[config.mk]
export PLATFORM = sky130hd
export DESIGN_NAME = tct_ctrl
export DESIGN_NICKNAME = d
export VERILOG_FILES = /design/src/hdl/tct_pkg.sv /design/src/hdl/tct_ctrl.sv
export SDC_FILE = /design/constraint.sdc
export NUM_CORES = 1
export LEC_CHECK = 0
export BUFFER_PORTS_ARGS = -buffer_cell sky130_fd_sc_hd__buf_2
export CAP_MARGIN = 20
export CORE_AREA = 2 2 39 41
export DETAILED_ROUTE_END_ITERATION = 7
export DIE_AREA = 0 0 41 43
export SLEW_MARGIN = 25
export SYNTH_ARGS = -nofsm -noshare
export SYNTH_HDL_FRONTEND = slang
export SYNTH_SLANG_ARGS = --single-unit
[constraint.sdc]
create_clock -name clk -period 1.85 [get_ports clk]
set_input_delay 0.4625 -clock clk [delete_from_list [all_inputs] [get_ports clk]]
set_output_delay 0.4625 -clock clk [all_outputs]
set_load 0.02 [all_outputs]
[src/hdl/tct_pkg.sv]
`default_nettype none
package tct_pkg;

  typedef enum logic [2:0] {
    REQ_ACQUIRE = 3'd0,
    REQ_START   = 3'd1,
    REQ_END     = 3'd2,
    REQ_DISCARD = 3'd3,
    REQ_QUERY   = 3'd4
  } req_code_t;

  typedef enum logic [1:0] {
    ST_OK      = 2'd0,
    ST_NO_FREE = 2'd1,
    ST_BAD     = 2'd2
  } status_t;

  typedef enum logic [1:0] {
    TS_INVALID   = 2'd0,
    TS_PENDING   = 2'd1,
    TS_RUNNING   = 2'd2,
    TS_COMPLETED = 2'd3
  } tstate_t;

  localparam int unsigned GEN_W   = 32;
  localparam int unsigned COUNT_W = 16;

  // One input item.
  typedef struct packed {
    logic [2:0]         req_type;
    logic [COUNT_W-1:0] job_count;
    logic               lane_sel;
    logic [7:0]         slot_index;
    logic [GEN_W-1:0]   query_generation;
    logic               ticket_null;
  } req_t;

  // One result item.
  typedef struct packed {
    logic [1:0]       status;
    logic [5:0]       out_slot;
    logic [GEN_W-1:0] out_generation;
    logic [1:0]       ticket_state;
    logic             slot_freed;
    logic             out_lane;
  } rsp_t;

  // Per-slot record held in the slot RAM.
  typedef struct packed {
    logic [GEN_W-1:0]   generation;
    logic [COUNT_W-1:0] remaining;
    logic [COUNT_W-1:0] running;
    logic               lane;
  } slot_t;

  typedef enum logic [1:0] {
    S_IDLE  = 2'd0,
    S_STACK = 2'd1,
    S_EXEC  = 2'd2,
    S_OUT   = 2'd3
  } fsm_t;

  // Controller to datapath commands.
  typedef struct packed {
    logic capture;
    logic slot_rd;
    logic exec;
  } cmd_t;

endpackage
`default_nettype wire

[src/hdl/tct_ctrl.sv]
`default_nettype none
module tct_ctrl (
  input  wire logic          clk,
  input  wire logic          rst,
  input  wire logic          req_valid,
  output logic               req_ready,
  output logic               rsp_valid,
  input  wire logic          rsp_ready,
  output tct_pkg::cmd_t      cmd
);
  import tct_pkg::*;

  fsm_t state, state_next;

  always_ff @(posedge clk) begin
    if (rst) begin
      state <= S_IDLE;
    end else begin
      state <= state_next;
    end
  end

  always_comb begin
    state_next  = state;
    req_ready   = 1'b0;
    rsp_valid   = 1'b0;
    cmd         = '0;
    case (state)
      S_IDLE: begin
        req_ready = 1'b1;
        if (req_valid) begin
          cmd.capture = 1'b1;
          state_next  = S_STACK;
        end
      end
      S_STACK: begin
        cmd.slot_rd = 1'b1;
        state_next  = S_EXEC;
      end
      S_EXEC: begin
        cmd.exec   = 1'b1;
        state_next = S_OUT;
      end
      S_OUT: begin
        rsp_valid = 1'b1;
        req_ready = rsp_ready;
        if (rsp_ready) begin
          if (req_valid) begin
            cmd.capture = 1'b1;
            state_next  = S_STACK;
          end else begin
            state_next = S_IDLE;
          end
        end
      end
      default: begin
        state_next = S_IDLE;
      end
    endcase
  end

endmodule
`default_nettype wire

==> out/results.tsv, run 1 <==
metric	value	unit
outcome	finished, final reports clean	
Biggest register	state	
Slew @ Worst Pin	404	ps
Leak Pwr	0.000158	µW
final worst path period share	0.933	
number of flip-flops in the largest register	2	
clock skew	1.56	ps
worst hold slack	412	ps
CTS Hold Bufs	0	
die area	1760	µm²
Finished Layout Cells	53	
largest cells by area after synthesis	ha_1, dfxtp_1, a21oi_1	
Multi-input gate area	178	µm²
Worst R2R Setup Slack	380	ps
Row Count	14	
vias in the first global route	200	
synth-to-layout area growth	51.8	%
Worst setup EP type	primary output	
Worst R2R End	state[0]	
GRT Total Usage	0.0632	
detailed-route DRC error count	0	
Final WS setup	125	ps
first-pass GRT wire length	690	µm
# placed instances	50	
setup_tns	0	ps
area leader, netlist	ha_1	
synth warn	0	
largest net degree at the start of global routing	6	
Max Clock Freq	580	MHz
Clk Latency, worst-skew pair	220	ps
wire per inst	8.47	µm
total number of vias	203	
DP Worst Slack	298	ps
worst hold path class	input pin to register	
RSZ-0062 raised after global routing	false	
Cell variety after synth	13	
Critical Path End	cmd[2]	
Crit path max-delay family	buffers and inverters	
final core utilization	0.233	
FF-to-FF Start	state[0]	
Yosys top cell area share	0.353	
Gate Count Post-Synth	24	
Core ar.	1380	µm²
final slew viol count	0	
CTS tree	yes	
r2r worst-path depth	5	
Fill cells	166	
Fin. Hold Viols	0	
Ant. Diodes	0	
biggest registers after layout	state x2	
starting DRC count in detailed routing	1	
final worst path period need	1730	ps
Power Density	1860	nW/µm²
max incr delay on CP	290	ps
Setup crit start kind	register	
commonest non-fill, non-tap cells in the layout	buf_2, ha_1, a21oi_1, clkbuf_4	
# Max-Cap Violations	0	
clock sinks	2	
Root Buffer	clkbuf_4	
CP Depth	4	
Setup crit start	state[0]	
CTS Buf Count	3	
Peak VDD IR	0.448	mV
critical path cell sequence	inv_1 > ha_4 > nor3b_1 > buf_2	
Max H-tree Level	1	
Vias/cell	3.83	
Post-layout nets	49	
sequential fraction of the synthesis area	0.188	
crit path DAT	1260	ps
WP data required	1390	ps
Worst path slowest cell	dfxtp_1	
chip width	41	µm
antenna viol nets, final	0	
worst-case clock buffer depth	2	
synthesized area per cell	8.86	µm²
I/O Buffers	8	
worst path buffer plus inverter count	2	
Storage cell area	40.0	µm²
initial core utilization	0.154	
FF+latch count, synth	2	
clk slew on worst S/H paths	30	ps
initial antenna violation count	0	
Detail Placement HPWL	353	µm
net count after synthesis	34	
Slew headroom	0.724	
layout cells sized above 1	0.405	
most common cell after layout, fill and taps aside	buf_2	
routed wire length	449	µm
Routability Congestion	0.614	
die height	43	µm
DR pass1 iterations	4	
Crit Path Max Fanout	4	
CP Class	register to primary output	
Cell Area, Synth	213	µm²
grt total ovfl	0	
I/O Pins	9	
endpoints failing setup	0	
timing repair:
action	4_1_cts	5_1_grt
resized for setup	0	1
endpoints found under the hold margin	0	0
buffers inserted	0	0
setup endpoints to repair	0	1
worst min-delay path by stage:
stage               end  cells past startpoint  startpoint
2_1_floorplan  state[1]                      2    state[1]
3_3_place_gp   state[1]                      3    state[1]
3_5_place_dp   state[1]                      3    state[1]
4_1_cts        state[1]                      2         rst
5_1_grt        state[1]                      2         rst
6_report       state[1]                      2         rst
power breakdown:
part | internal, µW | switching, µW | total (µW) | leakage, µW
Sequential | 64.4 | 8.18 | 72.5 | 0.0000166
Combinational | 191 | 242 | 433 | 0.000128
Clock | 71.4 | 23.3 | 94.7 | 0.0000138
kinds of logic (layout without fill, tap and decap cells):
family / after synthesis / after routing / synth area share
compound gates: 6 / 6 / 0.171
buf+inv: 2 / 15 / 0.0353
simple gates: 8 / 8 / 0.253
flops: 2 / 2 / 0.188
fa+ha+maj: 6 / 6 / 0.353
layer usage:
layer / vias up / part of all wire / wire length, µm / global-route usage
li1: 112 / - / - / -
met1: 85 / 0.44 / 198 / 0.0673
met2: 6 / 0.47 / 211 / 0.0844
met3: 0 / 0.089 / 40 / 0.0157
met4: 0 / 0 / 0 / 0.0800
met5: - / 0 / 0 / 0
Yosys cell counts (all sizes together):
cell type / instances
and2b: 1
or3b: 1
nand2b: 1
nor2b: 1
a21oi: 3
inv: 2
ha: 6
dfxtp: 2
a2111oi: 1
o21ai: 1
o31ai: 1
nor2: 2
nor3b: 2
through the flow:
stage          instance area (µm²)  total power (µW)
2_1_floorplan                  213               356
3_3_place_gp                   288               475
3_5_place_dp                   288               476
4_1_cts                        310               579
5_1_grt                        323               667
6_report                       323               600
worst register-to-register path, stage by stage, from the launching register on:
cell	delay, ps
dfxtp_1	290
buf_4	140
ha_1	220
and2b_4	180
a2111oi_0	410
nor3b_1	90
cell type report:
class / count / share of cell area
inverter: 2 / 0.0233
timing repair buffer: 10 / 0.171
tap: 16 / 0.0620
multi-input combinational: 20 / 0.550
clock buffer: 3 / 0.0698
sequential: 2 / 0.124
No activity file was read; power rests on OpenSTA's default activity.
==> inputs of run 2 (changes only) <==
--- a/config.mk
+++ b/config.mk
@@ -5,6 +5,7 @@
 export SDC_FILE = /design/constraint.sdc
 export NUM_CORES = 1
 export LEC_CHECK = 0
+export ABC_AREA = 1
 export BUFFER_PORTS_ARGS = -buffer_cell sky130_fd_sc_hd__buf_2
 export CAP_MARGIN = 20
 export CORE_AREA = 2 2 39 41
==> out/results.tsv, run 2 <==
metric	value	unit	change
largest net degree at the start of global routing	6		unchanged
synth warn	0		unchanged
GRT Total Usage	0.0631		was 0.0632
clock skew	2.96	ps	was 1.56 ps
Root Buffer	clkbuf_4		unchanged
top_reg_cell synth	dfxtp_1		unchanged
final worst path period share	0.968		was 0.933
initial antenna violation count	0		unchanged
# placed instances	56		was 50
WP data required	1390	ps	about the same
PostCTS Resize Cnt	0		unchanged
Clk Latency, worst-skew pair	220	ps	about the same
wire per inst	7.68	µm	was 8.47 µm
chip width	41	µm	unchanged
r2r worst-path depth	6		was 5
worst-case clock buffer depth	2		unchanged
Post-layout nets	55		was 49
ys async rst share	0		unchanged
Row Count	14		unchanged
synthesized area per cell	7.22	µm²	was 8.86 µm²
worst hold slack	416	ps	was 412 ps
routed wire length	453	µm	was 449 µm
antenna viol nets, final	0		unchanged
Power Density	1850	nW/µm²	was 1860 nW/µm²
final worst path period need	1790	ps	was 1730 ps
Fin. Hold Viols	0		unchanged
Core ar.	1380	µm²	unchanged
Critical Path End	cmd[2]		unchanged
synth-to-layout area growth	45.1	%	was 51.8%
Worst R2R Setup Slack	780	ps	was 380 ps
starting DRC count in detailed routing	1		unchanged
Worst setup EP type	primary output		unchanged
Setup crit start	state[0]		unchanged
Met2 Wirelength	215	µm	was 211 µm
commonest non-fill, non-tap cells in the layout	buf_2, nand2_1, ha_1		was buf_2, ha_1, a21oi_1, clkbuf_4
first-pass GRT wire length	690	µm	unchanged
Max H-tree Level	1		unchanged
Crit Path Max Fanout	4		unchanged
max incr delay on CP	350	ps	was 290 ps
Cell Area, Synth	216	µm²	was 213 µm²
CTS Hold Bufs	0		unchanged
most common cell after layout, fill and taps aside	buf_2		unchanged
Fill cells	160		was 166
total number of vias	212		was 203
setup_tns	0	ps	unchanged
number of flip-flops in the largest register	2		unchanged
die height	43	µm	unchanged
clock sinks	2		unchanged
highest metal used	met3		unchanged
Storage cell area	40.0	µm²	unchanged
Setup crit start kind	register		unchanged
vias in the first global route	194		was 200
cell area after layout	314	µm²	was 323 µm²
Finished Layout Cells	59		was 53
I/O Buffers	8		unchanged
RSZ-0062 raised after global routing	false		unchanged
layout cells sized above 1	0.372		was 0.405
die area	1760	µm²	unchanged
Routability Congestion	0.675		was 0.614
Multi-input gate area	158	µm²	was 178 µm²
CTS tree	yes		unchanged
CTS Buf Count	3		unchanged
I/O Pins	9		unchanged
final core utilization	0.227		was 0.233
CP Class	register to primary output		unchanged
Max Clock Freq	558	MHz	was 580 MHz
M1 WL	195	µm	was 198 µm
Leak Pwr	0.000181	µW	was 0.000158 µW
Yosys top cell area share	0.347		was 0.353
Ant. Diodes	0		unchanged
biggest registers after layout	state x2		unchanged
net count after synthesis	40		was 34
Gate Count Post-Synth	30		was 24
FF+latch count, synth	2		unchanged
Detail Placement HPWL	360	µm	was 353 µm
area leader, netlist	ha_1		unchanged
# Max-Cap Violations	0		unchanged
Post-synth EDFFs	0		unchanged
Cell variety after synth	10		was 13
post-CTS setup buffer count	0		unchanged
Peak VDD IR	0.394	mV	was 0.448 mV
clk slew on worst S/H paths	30	ps	about the same
Worst R2R End	state[0]		unchanged
grt total ovfl	0		unchanged
critical path cell sequence	inv_1 > ha_1 > nor3_1 > buf_2		was inv_1 > ha_4 > nor3b_1 > buf_2
initial core utilization	0.156		was 0.154
Vias/cell	3.59		was 3.83
FF-to-FF Start	state[0]		unchanged
final slew viol count	0		unchanged
Biggest register	state		unchanged
Slew @ Worst Pin	131	ps	was 404 ps
dpl cell area	292	µm²	was 288 µm²
endpoints failing setup	0		unchanged
outcome	finished, final reports clean		unchanged
sequential fraction of the synthesis area	0.185		was 0.188
largest cells by area after synthesis	ha_1, dfxtp_1, nand2_1		was ha_1, dfxtp_1, a21oi_1
top cells by count, synth	ha_1, nand2_1, inv_1, a21oi_1, nand3_1		was ha_1, a21oi_1
DR pass1 iterations	4		unchanged
Slew headroom	0.912		was 0.724
Worst path slowest cell	ha_1		was dfxtp_1
crit path DAT	1330	ps	was 1260 ps
worst hold path class	input pin to register		unchanged
met3 WL	42	µm	was 40 µm
detailed-route DRC error count	0		unchanged
-- run 2: cell types whose count changed in the layout (fill, tap and decap cells not counted), moves of 2 or more --
cell	change
nand2_2	+2
nand3_1	+3
nor3b_1	-2
nand2_1	+6
inv_1	+3
-- run 2: metal layers --
metal / GRT usage / up-vias
met5: 0 / -
met4: 0.0800 / 0
met3: 0.0157 / 0
met2: 0.0813 / 6
met1: 0.0703 / 85
li1: - / 121
-- run 2: logic make-up (layout without fill, tap and decap cells) --
logic type	after synthesis	after routing	synth area share
fa+ha+maj	6	6	0.347
compound gates	4	4	0.110
buf+inv	5	18	0.0867
flops	2	2	0.185
simple gates	13	13	0.272
-- run 2: area by class of cell --
| class | count | area share |
|---|---|---|
| repair buffers | 10 | 0.175 |
| well taps | 16 | 0.0637 |
| flip-flops and latches | 2 | 0.127 |
| multi-input cells | 23 | 0.502 |
| clock buffers | 3 | 0.0717 |
| inverters | 5 | 0.0598 |
-- run 2: critical path: cells and delay by family, from the launching register on --
kind	cells	cell delay [ps]
adders and majority gates	1	350
DFF	1	310
and+or+nand+nor	1	180
buffers and inverters	2	270
-- run 2: worst min path at each step --
stage / startpoint / endpoint / slack, ps / cells past startpoint
2_1_floorplan: state[0] / state[0] / 490 / 2
3_3_place_gp: state[0] / state[0] / 610 / 3
3_5_place_dp: state[1] / state[1] / 600 / 3
4_1_cts: rst / state[0] / 410 / 2
5_1_grt: rst / state[0] / 430 / 2
6_report: rst / state[0] / 420 / 2
-- run 2: where the power goes --
group	switching, µW	total [µW]	leakage [µW]	internal (µW)
clock network	23.9	95.4	0.0000138	71.5
logic	253	412	0.000151	160
registers	8.35	72.5	0.0000165	64.1
total	285	580	0.000181	295
-- run 2: stage by stage --
| step | setup slack, ps | power [µW] |
|---|---|---|
| 3_5_place_dp | 289 | 494 |
| 6_report | 59.1 | 580 |
| 5_1_grt | 7.86 | 641 |
| 3_3_place_gp | 301 | 487 |
| 4_1_cts | 41.4 | 598 |
| 2_1_floorplan | 84.8 | 371 |
==> inputs of run 3 (changes only) <==
--- a/config.mk
+++ b/config.mk
@@ -11,6 +11,7 @@
 export CORE_AREA = 2 2 39 41
 export DETAILED_ROUTE_END_ITERATION = 7
 export DIE_AREA = 0 0 41 43
+export HOLD_SLACK_MARGIN = 0.12
 export SLEW_MARGIN = 25
 export SYNTH_ARGS = -nofsm -noshare
 export SYNTH_HDL_FRONTEND = slang
==> constraint.sdc (replaced) <==
create_clock -name clk -period 1.85 [get_ports clk]
set_input_delay 0.4625 -clock clk [delete_from_list [all_inputs] [get_ports clk]]
set_output_delay 0.4625 -clock clk [all_outputs]
set_load 0.01 [all_outputs]
==> out/results.tsv, run 3 (same netlist as run 2, synthesis figures left out) <==
metric	value	unit	change
Critical Path End	cmd[2]		unchanged
Biggest register	state		unchanged
Setup crit start	state[0]		unchanged
Vias/cell	3.68		was 3.59
dpl cell area	292	µm²	unchanged
initial antenna violation count	0		unchanged
largest net degree at the start of global routing	6		unchanged
Switch Pwr	250	µW	was 285 µW
r2r worst-path depth	6		unchanged
chip width	41	µm	unchanged
final slew viol count	0		unchanged
antenna viol nets, final	0		unchanged
clock skew	0.961	ps	was 2.96 ps
wire per inst	8.14	µm	was 7.68 µm
detailed-route DRC error count	0		unchanged
GRT Total Usage	0.0661		was 0.0631
layout cells sized above 1	0.395		was 0.372
final worst path period share	0.909		was 0.968
Ant. Diodes	0		unchanged
Worst R2R End	state[0]		unchanged
outcome	finished, final reports clean		unchanged
clock sinks	2		unchanged
Leak Pwr	0.000182	µW	was 0.000181 µW
die height	43	µm	unchanged
Setup crit start kind	register		unchanged
endpoints failing setup	0		unchanged
I/O Pins	9		unchanged
total number of vias	217		was 212
# Max-Cap Violations	0		unchanged
highest metal used	met3		unchanged
clk slew on worst S/H paths	30	ps	about the same
die area	1760	µm²	unchanged
Root Buffer	clkbuf_4		unchanged
starting DRC count in detailed routing	3		was 1
Peak VDD IR	0.429	mV	was 0.394 mV
vias in the first global route	197		was 194
Clk Latency, worst-skew pair	220	ps	about the same
Met2 Wirelength	212	µm	was 215 µm
Max H-tree Level	1		unchanged
number of flip-flops in the largest register	2		unchanged
sequential share of power	0.130		was 0.125
final worst path period need	1680	ps	was 1790 ps
Worst R2R Setup Slack	770	ps	was 780 ps
CP Class	register to primary output		unchanged
Slew headroom	0.883		was 0.912
RSZ-0062 raised after global routing	false		unchanged
Detail Placement HPWL	360	µm	about the same
Worst setup EP type	primary output		unchanged
internal power	321	µW	was 295 µW
most common cell after layout, fill and taps aside	buf_2		unchanged
setup_tns	0	ps	unchanged
Fin. Hold Viols	0		unchanged
routed wire length	480	µm	was 453 µm
commonest non-fill, non-tap cells in the layout	buf_2, nand2_1, inv_1, ha_1		was buf_2, nand2_1, ha_1
Routability Congestion	0.614		was 0.675
Clock power frac	0.167		was 0.164
cell area after layout	327	µm²	was 314 µm²
Core ar.	1380	µm²	unchanged
DR pass1 iterations	2		was 4
Post-layout nets	55		unchanged
Max Clock Freq	594	MHz	was 558 MHz
CTS Hold Bufs	0		unchanged
logic gate share of total power	0.702		was 0.711
I/O Buffers	8		unchanged
first-pass GRT wire length	710	µm	was 690 µm
initial core utilization	0.156		unchanged
grt total ovfl	0		unchanged
CTS tree	yes		unchanged
worst hold path class	input pin to register		unchanged
Slew @ Worst Pin	175	ps	was 131 ps
M1 WL	228	µm	was 195 µm
CTS Buf Count	3		unchanged
synth-to-layout area growth	50.9	%	was 45.1%
WP data required	1390	ps	about the same
Power Density	1750	nW/µm²	was 1850 nW/µm²
FF-to-FF Start	state[0]		unchanged
worst-case clock buffer depth	2		unchanged
crit path DAT	1220	ps	was 1330 ps
Row Count	14		unchanged
Crit Path Max Fanout	4		unchanged
Sw Share	0.438		was 0.491
biggest registers after layout	state x2		unchanged
met3 WL	40	µm	was 42 µm
[run 3: cell counts in the layout (fill, tap and decap cells not counted)]
Identical to the previous run, type by type.
[run 3: area by class of cell]
type                            instances  area, µm²
Inverter                                5       18.8
Timing Repair Buffer                   10       55.1
Multi-Input combinational cell         23        170
Sequential cell                         2       40.0
Fill cell                             159       1060
Clock buffer                            3       22.5
Tap cell                               16       20.0
[run 3: worst max-delay path, cell delays in order, from the launching register on]
cell,delay (ps)
dfxtp_1,300
inv_1,150
ha_4,240
nor3_1,160
buf_2,150
[run 3: layer usage]
metal	global-route usage	vias up
met3	0.0471	0
met4	0.0600	0
met2	0.0906	6
met1	0.0607	90
li1	-	121
met5	0	-
[run 3: through the flow]
step	worst slack (ps)	std cells	util	hold WS, ps	total power, µW
2_1_floorplan	283	30	-	491	320
3_5_place_dp	323	56	0.211	613	445
4_1_cts	77.2	59	0.227	410	550
3_3_place_gp	335	56	0.211	603	441
5_1_grt	41.9	59	0.236	413	642
6_report	167	59	0.236	417	571
[run 3: repair_timing]
item                                    in CTS  in global routing
buffers inserted                             0                  0
hold endpoints to repair                     0                  0
endpoints found under the setup margin       0                  1
gates resized for setup                      0                  1
[run 3: worst min-delay path by stage]
stage	start	endpoint	slack, ps	cells after the start
after floorplan	state[0]	state[0]	490	2
after global placement	state[1]	state[1]	600	3
after detailed placement	state[0]	state[0]	610	3
after CTS	rst	state[0]	410	2
after global routing	rst	state[0]	410	2
final	rst	state[0]	420	2
[run 3: power groups by stage]
| stage | sequential (µW) | clock (µW) | combinational, µW |
|---|---|---|---|
| after floorplan | 87.8 | 0 | 232 |
| after global placement | 73.4 | 0 | 368 |
| after detailed placement | 75.0 | 0 | 370 |
| after CTS | 74.6 | 103 | 372 |
| after global routing | 77.3 | 109 | 455 |
| final | 74.5 | 95.7 | 401 |
